## src/rtl/ses_pkg.sv

```systemverilog
// Package for the encoder setpoint editor.
// Holds the word types, configuration types, phase encoding and reset constants.
`timescale 1ns / 1ps

package ses_pkg;

    localparam int CfgIndexWidth = 2;
    localparam int CfgDataWidth  = 16;
    localparam int CountWidth    = 16;
    localparam int ValueWidth    = 8;

    localparam logic [CountWidth-1:0] HoldTicksReset    = 16'd1000;
    localparam logic [CountWidth-1:0] ReleaseTicksReset = 16'd100;
    localparam logic [ValueWidth-1:0] MaxSetpointReset  = 8'd100;
    localparam logic [ValueWidth-1:0] SetpointReset     = 8'd50;

    localparam logic [CfgIndexWidth-1:0] CFG_HOLD_TICKS    = 2'd0;
    localparam logic [CfgIndexWidth-1:0] CFG_RELEASE_TICKS = 2'd1;
    localparam logic [CfgIndexWidth-1:0] CFG_MAX_SETPOINT  = 2'd2;

    typedef enum logic [1:0] {
        PH_IDLE        = 2'd0,
        PH_WAIT_ENTER  = 2'd1,
        PH_EDIT        = 2'd2,
        PH_WAIT_COMMIT = 2'd3
    } t_phase;

    typedef struct packed {
        logic button_level;
        logic enc_clock;
        logic enc_data;
    } t_in_word;

    typedef struct packed {
        logic [ValueWidth-1:0] setpoint_out;
        logic [ValueWidth-1:0] edit_out;
        logic                  editing;
    } t_out_word;

    typedef struct packed {
        logic [CountWidth-1:0] hold_ticks;
        logic [CountWidth-1:0] release_ticks;
        logic [ValueWidth-1:0] max_setpoint;
    } t_cfg;

endpackage

```

## src/rtl/ses_core.sv

```systemverilog
// Phase sequencer and edit datapath of the encoder setpoint editor.
// Depends on ses_pkg; updates its state once for every accepted word.
`timescale 1ns / 1ps

module ses_core (
    input  logic               i_clk,
    input  logic               i_rst_n,
    input  logic               i_accept,
    input  ses_pkg::t_in_word  i_in_word,
    input  ses_pkg::t_cfg      i_cfg,
    output ses_pkg::t_out_word o_next_word
);
    import ses_pkg::*;

    t_phase                r_phase;
    t_phase                n_phase;
    logic [CountWidth-1:0] r_tick_count;
    logic [CountWidth-1:0] n_tick_count;
    logic                  r_last_clock;
    logic                  n_last_clock;
    logic [ValueWidth-1:0] r_edit_value;
    logic [ValueWidth-1:0] n_edit_value;
    logic [ValueWidth-1:0] r_setpoint;
    logic [ValueWidth-1:0] n_setpoint;

    logic                  pressed;
    logic                  at_level;
    logic [CountWidth-1:0] limit;
    logic [CountWidth-1:0] count_inc;
    logic                  limit_met;

    assign pressed = ~i_in_word.button_level;

    always_comb begin
        unique case (r_phase) inside
            PH_IDLE, PH_EDIT: begin
                at_level = pressed;
                limit    = i_cfg.hold_ticks;
            end
            default: begin
                at_level = ~pressed;
                limit    = i_cfg.release_ticks;
            end
        endcase
    end

    assign count_inc = (&r_tick_count) ? r_tick_count : r_tick_count + 1'b1;
    assign limit_met = at_level && (count_inc >= limit);

    always_comb begin
        n_phase = r_phase;
        unique case (r_phase)
            PH_IDLE: begin
                if (limit_met) n_phase = PH_WAIT_ENTER;
            end
            PH_WAIT_ENTER: begin
                if (limit_met) n_phase = PH_EDIT;
            end
            PH_EDIT: begin
                if (limit_met) n_phase = PH_WAIT_COMMIT;
            end
            PH_WAIT_COMMIT: begin
                if (limit_met) n_phase = PH_IDLE;
            end
            default: n_phase = PH_IDLE;
        endcase
    end

    always_comb begin
        n_last_clock = r_last_clock;
        n_edit_value = r_edit_value;
        n_setpoint   = r_setpoint;
        if (!at_level || limit_met) begin
            n_tick_count = '0;
        end else begin
            n_tick_count = count_inc;
        end
        unique case (r_phase)
            PH_WAIT_ENTER: begin
                if (limit_met) begin
                    n_last_clock = i_in_word.enc_clock;
                    n_edit_value = r_setpoint;
                end
            end
            PH_EDIT: begin
                if (i_in_word.enc_clock != r_last_clock) begin
                    n_last_clock = i_in_word.enc_clock;
                    if (i_in_word.enc_clock ^ i_in_word.enc_data) begin
                        if (r_edit_value >= i_cfg.max_setpoint) begin
                            n_edit_value = i_cfg.max_setpoint;
                        end else begin
                            n_edit_value = r_edit_value + 1'b1;
                        end
                    end else if (r_edit_value != '0) begin
                        n_edit_value = r_edit_value - 1'b1;
                    end
                end
            end
            PH_WAIT_COMMIT: begin
                if (limit_met) n_setpoint = r_edit_value;
            end
            default: begin
            end
        endcase
    end

    assign o_next_word.setpoint_out = n_setpoint;
    assign o_next_word.edit_out     = n_edit_value;
    assign o_next_word.editing      = (n_phase == PH_EDIT) || (n_phase == PH_WAIT_COMMIT);

    always_ff @(posedge i_clk) begin
        if (!i_rst_n) begin
            r_phase      <= PH_IDLE;
            r_tick_count <= '0;
            r_last_clock <= 1'b0;
            r_edit_value <= '0;
            r_setpoint   <= SetpointReset;
        end else if (i_accept) begin
            r_phase      <= n_phase;
            r_tick_count <= n_tick_count;
            r_last_clock <= n_last_clock;
            r_edit_value <= n_edit_value;
            r_setpoint   <= n_setpoint;
        end
    end

endmodule

```

## src/rtl/encoder_setpoint_editor_top.sv

```systemverilog
// Top level of the encoder setpoint editor.
// Depends on ses_pkg and ses_core; holds the configuration registers and output register.
`timescale 1ns / 1ps

// The input channel carries one word per millisecond tick with the sampled
// button, encoder clock and encoder data levels. Every accepted word yields
// exactly one output word with the committed setpoint, the edit value and
// the edit mode flag as they stand after that tick.
// The result word is valid in the cycle after its input word is accepted.
// The block takes one word per cycle while the receiver does not stall the output,
// set by the single state update in the core and the one output register.
// The input stalls only when the output register is full and the receiver
// stalls it; a word taken in the same cycle frees room for the next one.
// The configuration port writes hold_ticks, release_ticks and max_setpoint by
// index and should be used only while no word is in flight.
// Synchronous reset returns the block to idle with setpoint 50, edit value 0,
// the default configuration and an empty output register.
module encoder_setpoint_editor_top (
    input  logic                                i_clk,
    input  logic                                i_rst_n,
    input  logic                                i_in_valid,
    output logic                                o_in_stall,
    input  ses_pkg::t_in_word                   i_in_word,
    output logic                                o_out_valid,
    input  logic                                i_out_stall,
    output ses_pkg::t_out_word                  o_out_word,
    input  logic                                i_cfg_we,
    input  logic [ses_pkg::CfgIndexWidth-1:0]   i_cfg_index,
    input  logic [ses_pkg::CfgDataWidth-1:0]    i_cfg_data
);
    import ses_pkg::*;

    t_cfg      r_cfg;
    logic      r_out_valid;
    t_out_word r_out_word;
    t_out_word next_word;
    logic      in_accept;

    assign o_in_stall = r_out_valid && i_out_stall;
    assign in_accept  = i_in_valid && !o_in_stall;

    ses_core u_core (
        .i_clk       (i_clk),
        .i_rst_n     (i_rst_n),
        .i_accept    (in_accept),
        .i_in_word   (i_in_word),
        .i_cfg       (r_cfg),
        .o_next_word (next_word)
    );

    always_ff @(posedge i_clk) begin
        if (!i_rst_n) begin
            r_cfg.hold_ticks    <= HoldTicksReset;
            r_cfg.release_ticks <= ReleaseTicksReset;
            r_cfg.max_setpoint  <= MaxSetpointReset;
        end else if (i_cfg_we) begin
            unique case (i_cfg_index)
                CFG_HOLD_TICKS:    r_cfg.hold_ticks    <= i_cfg_data;
                CFG_RELEASE_TICKS: r_cfg.release_ticks <= i_cfg_data;
                CFG_MAX_SETPOINT:  r_cfg.max_setpoint  <= i_cfg_data[ValueWidth-1:0];
                default: begin
                end
            endcase
        end
    end

    always_ff @(posedge i_clk) begin
        if (!i_rst_n) begin
            r_out_valid <= 1'b0;
        end else if (in_accept) begin
            r_out_valid <= 1'b1;
        end else if (!i_out_stall) begin
            r_out_valid <= 1'b0;
        end
    end

    always_ff @(posedge i_clk) begin
        if (in_accept) begin
            r_out_word <= next_word;
        end
    end

    assign o_out_valid = r_out_valid;
    assign o_out_word  = r_out_word;

endmodule

```

## config.mk

```make
export PLATFORM = sky130hd
export DESIGN_NAME = encoder_setpoint_editor_top
export DESIGN_NICKNAME = d
export VERILOG_FILES = /design/src/rtl/ses_pkg.sv /design/src/rtl/ses_core.sv /design/src/rtl/encoder_setpoint_editor_top.sv
export SDC_FILE = /design/constraint.sdc
export NUM_CORES = 1
export LEC_CHECK = 0
export BUFFER_PORTS_ARGS = -buffer_cell sky130_fd_sc_hd__buf_2
export CORE_ASPECT_RATIO = 1.2
export CORE_UTILIZATION = 55
export CTS_CLUSTER_SIZE = 20
export DETAILED_ROUTE_END_ITERATION = 7
export PLACE_DENSITY_LB_ADDON = 0.1
export SLEW_MARGIN = 0
export SYNTH_ARGS = -nofsm -noshare
export SYNTH_HDL_FRONTEND = slang
export SYNTH_SLANG_ARGS = --single-unit
```

## constraint.sdc

```tcl
create_clock -name i_clk -period 5.6 [get_ports i_clk]
set_input_delay 0 -clock i_clk [delete_from_list [all_inputs] [get_ports i_clk]]
set_output_delay 0 -clock i_clk [all_outputs]
set_load 0.01 [all_outputs]
```

==> results_dict.tcl <==
set metrics [dict create \
    status "finished, final reports clean" \
    synthesis.nets 714 \
    cts_sinks 93 \
    cts_tree "done" \
    io_pins 45 \
    drv_cap 0 \
    worstHoldPathType "primary input to register" \
    netlist_area_um2 5550 \
    wl_met2_um 7510 \
    gp_congestion 0.903 \
    grt_first_pass_wirelength_um 23800 \
    crit_type "register to register" \
    die_w_um 93.7 \
    insertion_delay_ns 0.35 \
    rrSetupSlack_ns 1.15 \
    wl_per_cell_um 17.8 \
    hold_end "o_out_valid" \
    routed_wl_um 14600 \
    dr_wl_met3_um 677 \
    synthAdderAreaFrac 0.0744 \
    die_h_um 112 \
    cp-end-kind "register" \
    synth_compound_area_frac 0.183 \
    antenna_left 0 \
    whs_ns 0.0221 \
    root_buffer "clkbuf_16" \
    num_vias 4918 \
    hold_start "i_out_stall" \
    cellPowerDensity_nw_per_um2 224 \
    crit_fanout 15 \
    final_layout_size_suffix_gt1_frac 0.130 \
    r2r-start "u_core.r_tick_count[0]" \
    synth_edf_count 17 \
    synth_xor_area_frac 0.0377 \
    regArea_um2 2030 \
    start_util 0.574 \
    clock_skew_ns 0.00765 \
    slew_headroom 0.231 \
    nNetsFinal 753 \
    r2r_end "u_core.r_setpoint[4]" \
    multiInputGateArea_um2 3290 \
    seq_area_frac_synth 0.366 \
    ir_drop_mv 0.148 \
    clk_path_buf_depth 2 \
    maxSlewViolCount 0 \
    synth-async-reset-ratio 0 \
    avgSynthCellArea_um2 8.47 \
    rows 39 \
    fmax_mhz 225 \
    areaGrowthSynthToFinish_pct 12.4 \
    hold_path_depth 3 \
    setup_tns_ns 0 \
    dr.first_iter.drc_count 268 \
    cp-start-kind "register" \
    h-tree-depth 3 \
    portBuffers 44 \
    cp.required_ns 5.80 \
    worst_pin_slew_ns 1.15 \
    met1_length_um 5830 \
    pre_cts_ws_ns 1.20 \
    drt_first_pass_iters 4 \
    yosys.area_share.simple 0.221 \
    ys_ff_latch 93 \
    postLayoutCoreUtil 0.645 \
    core_um2 9660 \
    cts_buffers 9 \
    post_cts_buffers 0 \
    synth_ff_type "dfxtp_1" \
    setup_viol 0 \
    nFillCells 829 \
    grt.total_usage 0.295 \
    post_cts_resize_count 0 \
    grt_max_degree 50 \
    clkSlewWorstSetupHoldPaths_ns 0.07 \
    ys_types 65 \
    synthCells 655 \
    period_share 0.794 \
    insertedDiodeCount 0 \
    yosys_warnings 0 \
    grt-ovfl-total 0 \
    grt_pass1_vias 4793 \
    rsz0062_at_grt "no" \
    cp_data_arrival_time_ns 4.65 \
    top_layer "met4" \
    period_needed_ns 4.45 \
    rr_worst_depth 12 \
    drc 0 \
    muxShareOfSynthArea 0.0767 \
    leakagePower_nw 2.59 \
    holdBufCountCts 17 \
    hold_viol 0 \
    fin_ws_ns 1.15 \
    die_area_um2 10500 \
    viasPerCell 5.98 \
    synth_top_family_by_area "simple AND/OR/NAND/NOR gates" \
    antenna_found_initial 0 \
    post-dp-hpwl_um 10400 \
]
final cells by class:
cell class / instances / share of cell area
clock buffer: 9 / 0.0361
clock inverter: 7 / 0.00863
inverter: 18 / 0.0108
multi-input combinational: 508 / 0.527
sequential: 93 / 0.326
tap: 123 / 0.0247
timing repair buffer: 64 / 0.0662
layout by cell type, fill, tap and decap left out, drive strengths merged, types with 3 or more instances in the layout:
cell type and instances:
nand2 119, dfxtp 76, a21oi 53, buf 47, nor2 39, nand3 37
ha 33, mux2i 29, inv 23, o21ai 21, dlygate4sd3 17, edfxtp 17
xnor2 16, and3 13, nor3 13, o21a 12, mux2 12, nand4 10
clkbuf 9, o211ai 8, and2 7, a221o 7, xor2 7, a211o 7
o22ai 6, nand2b 5, and4 5, or2 5, a21o 4, a31oi 3
o32ai 3, a2111oi 3
where the power goes:
group / leakage, nW / internal [mW] / switching, mW / total [mW]
clock: 0.143 / 0.308 / 0.276 / 0.583
combinational: 1.67 / 0.0416 / 0.0695 / 0.111
sequential: 0.778 / 0.696 / 0.00804 / 0.705
worst max path at each step:
stage	start	slack [ns]	cells after the start	end
after global routing	u_core.r_tick_count[0]	0.81	12	u_core.r_setpoint[4]
after CTS	u_core.r_tick_count[0]	1.18	12	o_out_word[13]
after floorplan	u_core.r_tick_count[0]	1.60	13	o_out_word[10]
final	u_core.r_tick_count[0]	1.15	12	u_core.r_setpoint[4]
after detailed placement	u_core.r_tick_count[0]	1.20	12	o_out_word[13]
after global placement	u_core.r_tick_count[0]	1.29	12	u_core.r_setpoint[4]
sequential cells by signal (all words and copies together) (netlist names):
signal / count
o_out_word: 17
r_cfg: 40
u_core.r_phase: 2
u_core.r_edit_value: 8
u_core.r_setpoint: 8
o_out_valid: 1
u_core.r_tick_count: 16
u_core.r_last_clock: 1
per-layer routing:
metal / vias up / global-route usage
li1: 2443 / -
met1: 2266 / 0.339
met2: 160 / 0.520
met3: 49 / 0.0434
met4: 0 / 0.156
met5: - / 0
cell usage after synthesis, drive strengths merged, types with 8 or more instances:
| library cell | instances | area (um^2) |
|---|---|---|
| nor2 | 39 | 154 |
| and3 | 13 | 81.3 |
| nand2 | 119 | 447 |
| mux2i | 29 | 290 |
| mux2 | 12 | 135 |
| o21ai | 21 | 109 |
| nand3 | 37 | 185 |
| o211ai | 8 | 60.1 |
| nand4 | 10 | 62.6 |
| clkbuf | 28 | 105 |
| inv | 18 | 67.6 |
| a21oi | 53 | 269 |
| dfxtp | 76 | 1520 |
| buf | 8 | 55.1 |
| o21a | 12 | 90.1 |
| nor3 | 13 | 65.1 |
| ha | 33 | 413 |
| xnor2 | 16 | 140 |
| edfxtp | 17 | 510 |
cells by family after synthesis:
group / count (synthesis)
simple gates: 264
compound gates: 147
flops: 93
buf+inv: 54
mux: 41
fa+ha+maj: 33
xor+xnor: 23
metrics by stage:
| stage | instance area, um^2 | power [mW] | std cells |
|---|---|---|---|
| detailed placement | 5780 | 0.821 | 789 |
| global route | 6230 | 1.45 | 822 |
| finish | 6230 | 1.40 | 822 |
| floorplan | 5550 | 0.782 | 655 |
| CTS | 6230 | 1.41 | 822 |
| global placement | 5780 | 0.818 | 789 |
worst max-delay path: stages (launching register included):
cell and delay [ns]:
dfxtp_1 0.45, ha_1 0.32, nand2_1 0.08, or4_1 0.63, or2_1 0.34, xnor2_1 0.16
ha_1 0.29, nand2b_1 0.15, a2111oi_2 0.49, o32ai_1 0.19, o211ai_1 0.87, mux2i_1 0.27
nand2_1 0.07
(Power assumes the default switching activity.)
